### src/rtl/rtad_pkg.sv
// shared types, constants and glyph function for the radix to ascii digit converter
package rtad_pkg;

  localparam int RADIX_W = 5;
  localparam int DIGIT_W = 4;
  localparam int CHAR_W = 7;
  localparam int STEP_BITS = 8;

  localparam logic [RADIX_W-1:0] RADIX_RESET = 5'd10;
  localparam logic [RADIX_W-1:0] RADIX_MIN = 5'd2;
  localparam logic [RADIX_W-1:0] RADIX_MAX = 5'd16;

  localparam logic [DIGIT_W-1:0] DEC_DIGITS = 4'd10;
  localparam logic [CHAR_W-1:0] ASCII_ZERO = 7'd48;
  localparam logic [CHAR_W-1:0] ASCII_NINE = 7'd57;
  localparam logic [CHAR_W-1:0] ASCII_A = 7'd65;
  localparam logic [CHAR_W-1:0] ASCII_F = 7'd70;

  typedef struct packed {
    logic load;
    logic div;
    logic emit;
  } rtad_cmd_t;

  typedef struct packed {
    logic last_step;
    logic more;
    logic emit_last;
  } rtad_status_t;

  function automatic logic [CHAR_W-1:0] digit_glyph(input logic [DIGIT_W-1:0] d);
    logic [CHAR_W-1:0] c;
    if (d < DEC_DIGITS) begin
      c = ASCII_ZERO + CHAR_W'(d);
    end else begin
      c = ASCII_A + CHAR_W'(d - DEC_DIGITS);
    end
    return c;
  endfunction

endpackage

### src/rtl/rtad_ram.sv
// generic single write port ram with registered read
module rtad_ram #(
  parameter int WIDTH = 4,
  parameter int DEPTH = 31
) (
  input  logic                     clk,
  input  logic                     we,
  input  logic [$clog2(DEPTH)-1:0] waddr,
  input  logic [WIDTH-1:0]         wdata,
  input  logic                     re,
  input  logic [$clog2(DEPTH)-1:0] raddr,
  output logic [WIDTH-1:0]         rdata
);

  logic [WIDTH-1:0] mem [DEPTH];

  always_ff @(posedge clk) begin
    if (we) begin
      mem[waddr] <= wdata;
    end
    if (re) begin
      rdata <= mem[raddr];
    end
  end

endmodule

### src/rtl/rtad_ctrl.sv
// controller state machine: load, divide per digit, emit digits, flush
module rtad_ctrl import rtad_pkg::*; (
  input  logic         clk,
  input  logic         rst,
  input  logic         start,
  input  rtad_status_t status,
  output rtad_cmd_t    cmd,
  output logic         busy
);

  typedef enum logic [3:0] {
    S_IDLE  = 4'b0001,
    S_DIV   = 4'b0010,
    S_EMIT  = 4'b0100,
    S_FLUSH = 4'b1000
  } state_t;

  state_t state, state_next;

  always_ff @(posedge clk) begin
    if (rst) begin
      state <= S_IDLE;
    end else begin
      state <= state_next;
    end
  end

  always_comb begin
    state_next = state;
    cmd = '0;
    case (state)
      S_IDLE: begin
        if (start) begin
          cmd.load = 1'b1;
          state_next = S_DIV;
        end
      end
      S_DIV: begin
        cmd.div = 1'b1;
        if (status.last_step && !status.more) begin
          state_next = S_EMIT;
        end
      end
      S_EMIT: begin
        cmd.emit = 1'b1;
        if (status.emit_last) begin
          state_next = S_FLUSH;
        end
      end
      S_FLUSH: begin
        state_next = S_IDLE;
      end
      default: begin
        state_next = S_IDLE;
      end
    endcase
  end

  assign busy = (state != S_IDLE);

endmodule

### src/rtl/rtad_dpath.sv
// datapath: radix register, short divider, digit store and output stage
module rtad_dpath import rtad_pkg::*; #(
  parameter int VALUE_BITS = 31,
  parameter int MAX_DIGITS = 31
) (
  input  logic                  clk,
  input  logic                  rst,
  input  rtad_cmd_t             cmd,
  output rtad_status_t          status,
  input  logic [VALUE_BITS-1:0] value,
  input  logic                  radix_we,
  input  logic [RADIX_W-1:0]    radix,
  output logic                  digit_valid,
  output logic [CHAR_W-1:0]     digit_char,
  output logic                  last_digit
);

  localparam int STEPS = (VALUE_BITS + STEP_BITS - 1) / STEP_BITS;
  localparam int W = STEPS * STEP_BITS;
  localparam int SW = (STEPS > 1) ? $clog2(STEPS) : 1;
  localparam int AW = $clog2(MAX_DIGITS);
  localparam int CW = $clog2(MAX_DIGITS + 1);

  logic [RADIX_W-1:0] base;
  logic [RADIX_W-1:0] base_eff;
  logic [W-1:0]       w;
  logic [W-1:0]       w_next;
  logic [DIGIT_W-1:0] rem;
  logic [DIGIT_W-1:0] rem_next;
  logic [STEP_BITS-1:0] qbits;
  logic [DIGIT_W:0]   trial;
  logic [SW-1:0]      step;
  logic [CW-1:0]      count;
  logic [CW-1:0]      count_inc;
  logic [CW-1:0]      count_dec;
  logic               out_valid;
  logic               out_last;
  logic [DIGIT_W-1:0] rd_digit;
  logic               digit_we;

  always_ff @(posedge clk) begin
    if (rst) begin
      base <= RADIX_RESET;
    end else if (radix_we) begin
      base <= radix;
    end
  end

  always_comb begin
    if (base < RADIX_MIN) begin
      base_eff = RADIX_MIN;
    end else if (base > RADIX_MAX) begin
      base_eff = RADIX_MAX;
    end else begin
      base_eff = base;
    end
  end

  // restoring short division, STEP_BITS quotient bits per cycle
  always_comb begin
    rem_next = rem;
    qbits = '0;
    trial = '0;
    for (int i = 0; i < STEP_BITS; i++) begin
      trial = {rem_next, w[W-1-i]};
      if (trial >= base_eff) begin
        rem_next = DIGIT_W'(trial - base_eff);
        qbits[STEP_BITS-1-i] = 1'b1;
      end else begin
        rem_next = trial[DIGIT_W-1:0];
      end
    end
    w_next = (w << STEP_BITS) | W'(qbits);
  end

  assign count_inc = count + CW'(1);
  assign count_dec = count - CW'(1);

  assign status.last_step = (step == SW'(STEPS - 1));
  assign status.more = (w_next != '0) && (count_inc != CW'(MAX_DIGITS));
  assign status.emit_last = (count == CW'(1));

  assign digit_we = cmd.div && status.last_step;

  always_ff @(posedge clk) begin
    if (rst) begin
      step <= '0;
      count <= '0;
      out_valid <= 1'b0;
    end else begin
      out_valid <= cmd.emit;
      if (cmd.load) begin
        step <= '0;
        count <= '0;
      end else if (cmd.div) begin
        if (status.last_step) begin
          step <= '0;
          count <= count_inc;
        end else begin
          step <= step + SW'(1);
        end
      end else if (cmd.emit) begin
        count <= count_dec;
      end
    end
  end

  always_ff @(posedge clk) begin
    out_last <= status.emit_last;
    if (cmd.load) begin
      w <= W'(value);
      rem <= '0;
    end else if (cmd.div) begin
      w <= w_next;
      rem <= status.last_step ? '0 : rem_next;
    end
  end

  rtad_ram #(
    .WIDTH(DIGIT_W),
    .DEPTH(MAX_DIGITS)
  ) u_store (
    .clk  (clk),
    .we   (digit_we),
    .waddr(count[AW-1:0]),
    .wdata(rem_next),
    .re   (cmd.emit),
    .raddr(count_dec[AW-1:0]),
    .rdata(rd_digit)
  );

  assign digit_valid = out_valid;
  assign digit_char = digit_glyph(rd_digit);
  assign last_digit = out_valid && out_last;

  a_last_ends_item: assert property (@(posedge clk) disable iff (rst)
    (out_valid && out_last) |=> !out_valid)
    else $error("digit transfer after last digit");

  a_char_range: assert property (@(posedge clk) disable iff (rst)
    out_valid |-> ((digit_char >= ASCII_ZERO && digit_char <= ASCII_NINE) ||
                   (digit_char >= ASCII_A && digit_char <= ASCII_F)))
    else $error("digit character out of range");

  a_load_clears: assert property (@(posedge clk) disable iff (rst)
    cmd.load |=> (count == '0 && step == '0 && rem == '0))
    else $error("load did not clear divider state");

  a_store_bound: assert property (@(posedge clk) disable iff (rst)
    digit_we |-> (count < CW'(MAX_DIGITS)))
    else $error("digit store write beyond depth");

endmodule

### src/rtl/radix_to_ascii_digits.sv
// top level: integer to base 2..16 ascii digit string, most significant digit first
// operation: the short divider makes one pass over the value per digit and stores each
// remainder digit, then the digits are emitted one per cycle, most significant first
// a new value is taken only while busy is low, after the flush state that follows the
// last digit; the short divider produces 8 quotient bits per cycle
// reset: synchronous, radix returns to 10, block idle; receiver cannot stall
module radix_to_ascii_digits import rtad_pkg::*; #(
  parameter int VALUE_BITS = 31,
  parameter int MAX_DIGITS = 31
) (
  input  logic                  clk,
  input  logic                  rst,
  input  logic                  start,
  output logic                  busy,
  input  logic [VALUE_BITS-1:0] value,
  input  logic                  radix_we,
  input  logic [RADIX_W-1:0]    radix,
  output logic                  digit_valid,
  output logic [CHAR_W-1:0]     digit_char,
  output logic                  last_digit
);

  rtad_cmd_t    cmd;
  rtad_status_t status;

  rtad_ctrl u_ctrl (
    .clk   (clk),
    .rst   (rst),
    .start (start),
    .status(status),
    .cmd   (cmd),
    .busy  (busy)
  );

  rtad_dpath #(
    .VALUE_BITS(VALUE_BITS),
    .MAX_DIGITS(MAX_DIGITS)
  ) u_dpath (
    .clk        (clk),
    .rst        (rst),
    .cmd        (cmd),
    .status     (status),
    .value      (value),
    .radix_we   (radix_we),
    .radix      (radix),
    .digit_valid(digit_valid),
    .digit_char (digit_char),
    .last_digit (last_digit)
  );

endmodule

### config.mk
export PLATFORM = sky130hd
export DESIGN_NAME = radix_to_ascii_digits
export DESIGN_NICKNAME = d
export VERILOG_FILES = /design/src/rtl/rtad_pkg.sv /design/src/rtl/rtad_ram.sv /design/src/rtl/rtad_ctrl.sv /design/src/rtl/rtad_dpath.sv /design/src/rtl/radix_to_ascii_digits.sv
export SDC_FILE = /design/constraint.sdc
export NUM_CORES = 1
export LEC_CHECK = 0
export ABC_AREA = 1
export BUFFER_PORTS_ARGS = -buffer_cell sky130_fd_sc_hd__buf_4
export CAP_MARGIN = 5
export CORE_MARGIN = 2
export CORE_UTILIZATION = 33
export DETAILED_ROUTE_END_ITERATION = 7
export PLACE_DENSITY = 0.54
export SLEW_MARGIN = 5
export SYNTH_ARGS = -nofsm -noshare
export SYNTH_HDL_FRONTEND = slang
export SYNTH_SLANG_ARGS = --single-unit
### constraint.sdc
create_clock -name clk -period 11.1 [get_ports clk]
set_clock_uncertainty 0.05 [all_clocks]
set_input_delay 0 -clock clk [delete_from_list [all_inputs] [get_ports clk]]
set_output_delay 0 -clock clk [all_outputs]
set_load 0.02 [all_outputs]
==> flow_summary.json <==
{
  "min_period_over_period": 0.909,
  "layout_min_cycle_time_ns": 10.10,
  "synthAdderAreaFrac": 0.0812,
  "cp-end-kind": "flip-flop",
  "hold_depth": 3,
  "startpoint_type": "flip-flop",
  "slew_headroom": 0.454,
  "grt_overflow": 0,
  "grt_pass1_wl_um": 38300,
  "syn_avg_cell_area_um2": 9.45,
  "min_delay_worst_endpoint": "u_ctrl.state[3]",
  "area_growth_pct": 20.8,
  "final_layout_size_suffix_gt1_frac": 0.141,
  "ys_seq_area_frac": 0.541,
  "max_cap_violations": 0,
  "rows": 62,
  "via_per_inst": 4.85,
  "die_h_um": 175,
  "vias": 7389,
  "hp-start": "rst",
  "final_cell_mix": "231 x nand2_1, 159 x edfxtp_1, 136 x nor2_1",
  "h-tree-depth": 4,
  "ys_ff_latch": 182,
  "cts_tree": "done",
  "final_common_cell": "nand2_1",
  "clockRootBuffer": "clkbuf_16",
  "tightest_slew_ns": 0.817,
  "syn-cell-area_um2": 9680,
  "drv_slew": 0,
  "status": "finished clean",
  "synth-compound-area-share": 0.119,
  "cp_common_cell": "nand2_1",
  "drc": 0,
  "hpwl_um": 16000,
  "synth_top_family_by_area": "simple AND/OR/NAND/NOR gates",
  "port_buffers": 49,
  "hold_viol": 0,
  "path_max_fanout": 31,
  "fillCellCount": 2802,
  "synthMuxAreaShare": 0,
  "die_width_um": 175,
  "cts_sinks": 182,
  "hp-class": "in -> reg",
  "wl_per_cell_um": 15.7,
  "synth-xor-area-share": 0.0207,
  "antenna_found_initial": 0,
  "dr.pass1.iters": 5,
  "cts_buffers": 17,
  "drt_wl_total_um": 23900,
  "arrival_ns": 10.20,
  "grt_max_degree": 66,
  "crit_type": "reg -> reg",
  "ios": 50,
  "cp.required_ns": 11.21,
  "cp_slowest_cell": "nor3_2",
  "yosysUniqueCellTypes": 43,
  "core_region_area_um2": 28800,
  "synth_simple_gate_area_share": 0.185,
  "path_clk_slew_ns": 0.08,
  "grt_usage": 0.159,
  "rr_worst_depth": 68,
  "cts_buffer_depth": 2,
  "r2r-end": "u_dpath.u_store.mem[28][3]",
  "initialDrtViolationCount": 512,
  "gp_congestion": 0.857,
  "ys_warn_count": 0,
  "worstSkewPairLatency_ns": 0.43,
  "ant_nets": 0,
  "die_area_um2": 30700,
  "final_nets": 1223,
  "finalSetupViolCount": 0,
  "start_util": 0.336,
  "diodes": 0,
  "worstReg2RegStart": "u_dpath.base[1]",
  "rrSetupSlack_ns": 1.00,
  "synthCells": 1024,
  "syn_nets": 1122,
  "utilization": 0.406,
  "fmax_mhz": 99.1,
  "critPathMaxStageDelay_ns": 0.38,
  "grt_pass1_vias": 7300
}
==> cells in the mapped netlist, drive strengths merged <==
| cell type | n | share of area |
|---|---|---|
| a21boi | 6 | 0.0047 |
| a21oi | 22 | 0.012 |
| a31oi | 2 | 0.0013 |
| and2 | 1 | 0.00065 |
| buf | 23 | 0.013 |
| clkbuf | 12 | 0.0047 |
| dfxtp | 23 | 0.048 |
| edfxtp | 159 | 0.49 |
| fa | 8 | 0.017 |
| ha | 50 | 0.065 |
| inv | 93 | 0.036 |
| nand2 | 236 | 0.093 |
| nand3 | 35 | 0.020 |
| nand3b | 4 | 0.0031 |
| nand4 | 1 | 0.00065 |
| nor2 | 143 | 0.058 |
| nor3 | 7 | 0.0063 |
| nor4 | 1 | 0.0013 |
| o211ai | 9 | 0.0075 |
| o21a | 2 | 0.0016 |
| o21ai | 133 | 0.071 |
| o221ai | 8 | 0.0072 |
| o22ai | 21 | 0.014 |
| o311ai | 1 | 0.00090 |
| or2 | 2 | 0.0013 |
| xnor2 | 8 | 0.0072 |
| xor2 | 14 | 0.013 |
==> timing repair <==
| action | in CTS | in global routing |
|---|---|---|
| setup buffers | 0 | 6 |
| resized for setup | 0 | 19 |
| endpoints found under the hold margin | 43 | 0 |
| hold buffers | 47 | 0 |
| setup endpoints to repair | 0 | 132 |
==> worst max-delay path, delay by kind of cell, from the launching register on <==
family	cells	cell delay (ns)
AND/OR/NAND/NOR	35	3.91
buffers and inverters	15	1.19
AO/OA/AOI/OAI	10	1.80
adder cells (fa/ha/maj)	8	2.51
flip-flops	1	0.33
==> kinds of logic after synthesis <==
kind of cell	after synthesis
fa+ha+maj	58
xor+xnor	22
flops	182
buf+inv	128
simple gates	430
compound gates	204
==> metal layers <==
| metal | global-route usage | wire length (um) |
|---|---|---|
| met1 | 0.209 | 11000 |
| met5 | 0 | 0 |
| met4 | 0.0542 | 439 |
| met2 | 0.268 | 11600 |
| met3 | 0.0255 | 859 |
==> worst max-delay path by stage <==
| stage | start | end | depth (start not counted) |
|---|---|---|---|
| after floorplan | u_dpath.base[4] | u_dpath.u_store.mem[0][0] | 64 |
| final | u_dpath.base[1] | u_dpath.u_store.mem[28][3] | 68 |
| after global placement | u_dpath.base[4] | u_dpath.rem[1] | 70 |
| after CTS | u_dpath.base[4] | u_dpath.rem[1] | 70 |
| after detailed placement | u_dpath.base[4] | u_dpath.rem[1] | 70 |
| after global routing | u_dpath.base[1] | u_dpath.u_store.mem[13][3] | 69 |
==> layout make-up <==
class,count,area [um^2],share of cell area
clock buffer,17,425,0.0364
multi-input combinational,715,4000,0.342
timing repair buffer,116,1000,0.0858
tap,384,480,0.0411
clock inverter,15,195,0.0167
sequential,182,5240,0.448
inverter,93,355,0.0304
==> registers in the layout, indices dropped and copies added (netlist names) <==
register and flops:
u_ctrl.state 4, u_dpath.base 5, u_dpath.count 5, u_dpath.digit_valid 1
u_dpath.out_last 1, u_dpath.rem 4, u_dpath.step 2, u_dpath.u_store.mem 124
u_dpath.u_store.rdata 4, u_dpath.w 32
==> through the flow <==
step	setup slack, ns	instances	hold WS (ns)	area [um^2]	setup TNS, ns
floorplan	0.590	1024	0.0195	9680	0
global placement	0.725	1436	0.148	10500	0
detailed placement	0.394	1436	0.150	10500	0
CTS	0.327	1515	0.238	11600	0
global route	-0.0364	1522	0.252	11700	-0.921
finish	1.00	1522	0.246	11700	0
Power is not shown: default switching activity piles up to over one toggle a cycle in this logic, so the estimate is an artifact.
